<file path="config.mk">
export PLATFORM = sky130hd
export DESIGN_NAME = tca_back
export DESIGN_NICKNAME = d
export VERILOG_FILES = /design/src/rtl/core/typed_complex_arithmetic_top_defines.svh /design/src/rtl/core/tca_pkg.sv /design/src/rtl/core/tca_back.sv
export SDC_FILE = /design/constraint.sdc
export NUM_CORES = 1
export LEC_CHECK = 0
export ABC_CLOCK_PERIOD_IN_PS = 11230
export BUFFER_PORTS_ARGS = -buffer_cell sky130_fd_sc_hd__buf_4
export CORE_ASPECT_RATIO = 1.2
export CORE_MARGIN = 3
export CORE_UTILIZATION = 43
export DETAILED_ROUTE_END_ITERATION = 8
export GPL_TIMING_DRIVEN = 0
export PLACE_DENSITY = 0.76
export RECOVER_POWER = 100
export SKIP_LAST_GASP = 1
export SYNTH_ARGS = -nofsm -noshare
export SYNTH_HDL_FRONTEND = slang
export SYNTH_SLANG_ARGS = --single-unit
export TNS_END_PERCENT = 10
</file>
<file path="constraint.sdc">
create_clock -name clk -period 11.23 [get_ports clk]
set_input_delay 2.246 -clock clk [delete_from_list [all_inputs] [get_ports clk]]
set_output_delay 2.246 -clock clk [all_outputs]
set_load 0.005 [all_outputs]
</file>
<file path="src/rtl/core/typed_complex_arithmetic_top_defines.svh">
// Assertion macros for the typed complex arithmetic block.
`ifndef TYPED_COMPLEX_ARITHMETIC_TOP_DEFINES_SVH
`define TYPED_COMPLEX_ARITHMETIC_TOP_DEFINES_SVH

// Check a property at every rising edge outside reset.
`define TCA_ASSERT(label, prop, msg) \
  label: assert property (@(posedge clk) disable iff (rst) prop) else $error(msg);

// Check a property at every rising edge, reset included.
`define TCA_ASSERT_ALWAYS(label, prop, msg) \
  label: assert property (@(posedge clk) prop) else $error(msg);

`endif

</file>
<file path="src/rtl/core/tca_pkg.sv">
// Shared types and codes of the typed complex arithmetic block.
package tca_pkg;

  typedef enum logic [1:0] {
    OP_ADD = 2'd0,
    OP_SUB = 2'd1,
    OP_MUL = 2'd2,
    OP_DIV = 2'd3
  } op_t;

  localparam logic [1:0] TY_INT  = 2'd0;
  localparam logic [1:0] TY_REAL = 2'd1;
  localparam logic [1:0] TY_CPLX = 2'd2;

  localparam logic [1:0] ST_OK  = 2'd0;
  localparam logic [1:0] ST_DZ  = 2'd1;
  localparam logic [1:0] ST_SAT = 2'd2;

  typedef struct packed {
    op_t        op;
    logic [1:0] rtype;
  } ctl_t;

  typedef struct packed {
    ctl_t ctl;
    logic dz;
    logic neg_re;
    logic neg_im;
  } dctl_t;

endpackage

</file>
<file path="src/rtl/core/tca_back.sv">
// Sign restore, saturation, divide-by-zero handling and output register.
module tca_back #(
  parameter int W = 32,
  parameter int F = 16
) (
  input  logic                 clk,
  input  logic                 rst,
  input  logic                 en,
  input  logic                 in_valid,
  input  tca_pkg::dctl_t       in_ctl,
  input  logic [2*W+F:0]       in_re,
  input  logic [2*W+F:0]       in_im,
  output logic                 out_valid,
  output logic [1:0]           result_type,
  output logic signed [W-1:0]  result_re,
  output logic signed [W-1:0]  result_im,
  output logic [1:0]           status
);
  import tca_pkg::*;

  localparam int NB = 2 * W + 1 + F;
  localparam logic [NB-1:0] ONE    = NB'(1);
  localparam logic [NB-1:0] HI     = (ONE << (W - 1)) - ONE;
  localparam logic [NB-1:0] LOWF   = (ONE << F) - ONE;
  localparam logic [NB-1:0] HI_INT = HI & ~LOWF;
  localparam logic [NB-1:0] LO_MAG = ONE << (W - 1);

  logic [W:0]    lane_re, lane_im;
  logic [NB-1:0] lim, mag_im;

  function automatic logic [W:0] clamp_lane(input logic [NB-1:0] q, input logic neg,
                                            input logic [NB-1:0] top);
    logic [NB-1:0] nq;
    nq = NB'(0) - q;
    if (neg) begin
      clamp_lane = (q > LO_MAG) ? {1'b1, LO_MAG[W-1:0]} : {1'b0, nq[W-1:0]};
    end else begin
      clamp_lane = (q > top) ? {1'b1, top[W-1:0]} : {1'b0, q[W-1:0]};
    end
  endfunction

  assign lim     = (in_ctl.ctl.rtype == TY_INT) ? HI_INT : HI;
  assign mag_im  = (in_ctl.ctl.rtype == TY_CPLX) ? in_im : '0;
  assign lane_re = clamp_lane(in_re, in_ctl.neg_re, lim);
  assign lane_im = clamp_lane(mag_im, in_ctl.neg_im, lim);

  always_ff @(posedge clk) begin
    if (rst) begin
      out_valid <= 1'b0;
    end else if (en) begin
      out_valid <= in_valid;
    end
  end

  always_ff @(posedge clk) begin
    if (en) begin
      result_type <= in_ctl.ctl.rtype;
      if (in_ctl.ctl.op == OP_DIV && in_ctl.dz) begin
        result_re <= '0;
        result_im <= '0;
        status <= ST_DZ;
      end else begin
        result_re <= lane_re[W-1:0];
        result_im <= lane_im[W-1:0];
        status <= (lane_re[W] || lane_im[W]) ? ST_SAT : ST_OK;
      end
    end
  end

endmodule

</file>
==> results_dict.tcl <==
set metrics [dict create \
    fin_nets 1064 \
    cts.clk_slew.worst_paths_ps 60 \
    htreeDepth 3 \
    skew_ps 0 \
    cp_top_family "buffers and inverters" \
    row_count 44 \
    power_density_nw_per_um2 103 \
    topRoutingLayerUsed "met4" \
    core_area_um2 12300 \
    synthMuxAreaShare_pct 0.755 \
    num_antenna_cells 0 \
    post_synth_inst_count 629 \
    synth_xor_xnor_area_share_pct 3.85 \
    synth_top_area_share_pct 37.4 \
    endpoint_kind "flop" \
    die_x_um 109 \
    wl_met3_um 1670 \
    r2r-start "out_valid$_SDFFE_PP0P_" \
    p_leak_nw 3.07 \
    cts_tree "done" \
    synth-adder-area-share_pct 4.08 \
    syn-num-nets 819 \
    ys_types 66 \
    synth-seq-cells 69 \
    cpMaxStageDelayCell "a31oi_1" \
    slew-limit-headroom_pct -150 \
    synth_compound_area_share_pct 22.2 \
    rsz0062_at_grt "no" \
    violations "max-capacitance violations, max-slew violations" \
    port_buffers 234 \
    outcome "complete, but fails checks" \
    synth_top_family_by_area "simple AND/OR/NAND/NOR gates" \
    yosys_warnings 0 \
    hold_viol_final 0 \
    fin_crit_ps 7550 \
    critical_path_class "input port to flop" \
    grt_pass1_vias 5915 \
    pwr-share-comb_pct 26.3 \
    max_freq_mhz 132 \
    maxCapViolCount 2 \
    hp-class "flop to flop" \
    grtUsageTotal_pct 28.4 \
    synthFlopType "edfxtp_1" \
    drt-wirelength-per-cell_um 19.7 \
    clock_sinks 69 \
    ant_nets 0 \
    dp_hpwl_um 16300 \
    first_pass_iters 5 \
    cts_max_path_buffers 2 \
    critical_path.max_stage_delay_ps 850 \
    grt_antenna_before_repair 0 \
    drive_above_1_share_pct 29.8 \
    initial_core_util_pct 44.5 \
    insertion_delay_ps 340 \
    met1_length_um 8700 \
    io_pins 242 \
    vias 6352 \
    synth_top_cell_by_area "edfxtp_1" \
    crit_buf_inv 6 \
    syn_area_um2 5470 \
    crit_chain "clkbuf_1, clkbuf_1, nor2b_1, clkbuf_1, clkbuf_1, clkbuf_1, and2_0, ha_1, nor2b_1, o21ai_0, a2111oi_0, o21ai_0, a31oi_1, o21ai_0, clkbuf_1, o41ai_1" \
    clkPwrFrac_pct 32.7 \
    met2_length_um 9680 \
    worstSetupStartpoint "in_ctl[4]" \
    cts_buffers 9 \
    rr_endpoint "out_valid$_SDFFE_PP0P_" \
    seqPwrFrac_pct 41.0 \
    intPower_uw 561 \
    grt_start_max_net_pins 70 \
    setup_viol 0 \
    switchingPower_uw 223 \
    tightest_slew_ps 3750 \
    yosysSeqAreaShare_pct 37.7 \
    drt-total-wl_um 20500 \
    areaGrowthSynthToFinish_pct 39.9 \
    vdd_drop_max_uv 58.8 \
    grt_overflow_total 0 \
    worst-endpoint-required_ps 11340 \
    drt-initial-drc-count 619 \
    r2r_cells 2 \
    min_period_over_period_pct 67.2 \
    ff2ff_setup_slack_ps 10570 \
    cp.arrival_ps 7670 \
    synth-simple-area-share_pct 27.7 \
    crit_cells 16 \
    ys_async_sr_fraction_pct 0 \
    drc 0 \
    synth.area.top_cells "edfxtp_1 37%, nand2_1 4.6%, o21ai_0 4.3%" \
    synth-edff-count 68 \
    via_per_inst 6.11 \
    slew_violations 81 \
    final_util_pct 62.3 \
    setup-tns-final_ps 0 \
    die_y_um 130 \
    crit_path_frequent_cell "clkbuf_1" \
    critical_path.endpoint "result_im[20]$_SDFFCE_PP0P_" \
    n_fill_cell 1078 \
    dieArea_um2 14100 \
    p_sw_share_pct 28.4 \
    crit_fanout 10 \
    grt_pass1_wl_um 31000 \
    syn_avg_cell_area_um2 8.69 \
    cts_setup_buffers 0 \
    gp_congestion 1.01 \
    ctsHoldBuffers 0 \
    ctsResizeCount 0 \
    crit_path_start_kind "input port" \
    cts_root_buffer "clkbuf_16" \
]
-- worst min-delay path: stages, from the launching register on --
cell and delay, ps:
dfxtp_1 330, mux2i_1 70, nor2_1 80
-- stage by stage --
step / setup WS, ps / hold slack (ps) / total power, mW / std cells / area (um2)
finish: 3680 / 514 / 0.784 / 1040 / 7640
global route: 3310 / 559 / 0.818 / 1040 / 7640
CTS: 4390 / 527 / 0.787 / 1040 / 7680
detailed placement: 4090 / 513 / 0.533 / 1024 / 7420
global placement: 4140 / 478 / 0.529 / 1024 / 7420
floorplan: 5700 / 485 / 0.406 / 629 / 5470
-- Yosys cell counts (5+ instances only) --
cell	count
a211o_1	10
a211oi_1	8
a21oi_1	34
a31oi_1	17
and2_1	10
and3_1	7
clkbuf_1	29
edfxtp_1	68
ha_1	17
inv_1	15
nand2_1	67
nand2b_1	5
nand3_1	17
nand4_1	19
nor2_1	46
nor3_1	17
nor3b_1	5
nor4_1	37
o211ai_1	9
o21a_1	5
o21ai_0	47
o31ai_1	15
or2_2	8
or3_1	13
or4_1	11
xnor2_1	7
xor2_1	17
-- flip-flops by register name (all words and copies together), names as in the netlist --
| register | flops |
|---|---|
| result_type | 2 |
| out_valid | 1 |
| status | 2 |
| result_re | 32 |
| result_im | 32 |
-- power groups by stage --
| stage | combinational [mW] | clock (mW) | sequential [mW] |
|---|---|---|---|
| floorplan | 0.0779 | 0 | 0.328 |
| global placement | 0.204 | 0 | 0.325 |
| detailed placement | 0.207 | 0 | 0.326 |
| CTS | 0.208 | 0.258 | 0.321 |
| global route | 0.224 | 0.271 | 0.323 |
| finish | 0.206 | 0.257 | 0.321 |
-- metal layers --
| metal | GRT usage (%) | vias up |
|---|---|---|
| met4 | 9.14 | 0 |
| met3 | 4.38 | 41 |
| met2 | 46.4 | 356 |
| li1 | - | 2954 |
| met5 | 0 | - |
| met1 | 38.5 | 3001 |
-- worst min-delay path by stage --
stage,start,endpoint,slack [ps],cells past startpoint
floorplan,out_valid$_SDFFE_PP0P_,out_valid$_SDFFE_PP0P_,480,2
global placement,out_valid$_SDFFE_PP0P_,out_valid$_SDFFE_PP0P_,480,2
detailed placement,out_valid$_SDFFE_PP0P_,out_valid$_SDFFE_PP0P_,510,2
CTS,out_valid$_SDFFE_PP0P_,out_valid$_SDFFE_PP0P_,530,2
global route,out_valid$_SDFFE_PP0P_,out_valid$_SDFFE_PP0P_,560,2
finish,out_valid$_SDFFE_PP0P_,out_valid$_SDFFE_PP0P_,510,2
-- layout by cell type, fill, tap and decap left out, types with 3 or more instances in the layout --
master	synthesis	routed
o21a_1	5	5
mux2i_1	3	3
o221ai_1	3	3
o31ai_1	15	15
a21oi_1	34	34
nand3_1	17	17
nand2_1	67	67
ha_1	17	17
clkbuf_16	0	9
nand4_1	19	19
a211oi_1	8	8
nor3_1	17	17
o311ai_0	3	3
o211ai_1	9	9
clkbuf_1	29	42
nor2b_1	4	4
edfxtp_1	68	68
xnor2_1	7	7
inv_1	15	15
clkbuf_4	0	65
or4_4	3	3
or4_1	11	11
nor4_1	37	38
and3_1	7	7
xor2_1	17	17
or2_2	8	8
nand3b_1	4	4
nor2_1	46	46
o21ai_0	47	48
a21o_1	4	4
a211o_1	10	10
buf_4	1	162
nand2b_1	5	5
nor3b_1	5	5
a22oi_1	3	3
or3_1	13	13
o22ai_1	4	4
and2_1	10	9
a31oi_1	17	17
-- layout make-up --
type | count | area (um2) | share of cell area [%]
flip-flops and latches | 69 | 2060 | 27.0
inverters | 15 | 56.3 | 0.737
clock buffers | 11 | 233 | 3.04
repair buffers | 234 | 1730 | 22.6
clock inverters | 5 | 27.5 | 0.360
plain buffers | 35 | 144 | 1.88
well taps | 161 | 201 | 2.64
multi-input cells | 510 | 3190 | 41.8
-- cell families (layout without fill, tap and decap cells) --
family,Yosys count,in the layout
AO/OA/AOI/OAI,182,182
flip-flops,69,69
XOR/XNOR,24,24
buffers and inverters,50,300
adder cells (fa/ha/maj),18,18
AND/OR/NAND/NOR,282,282
multiplexers,4,4
Power figures use the tool's default switching activity.
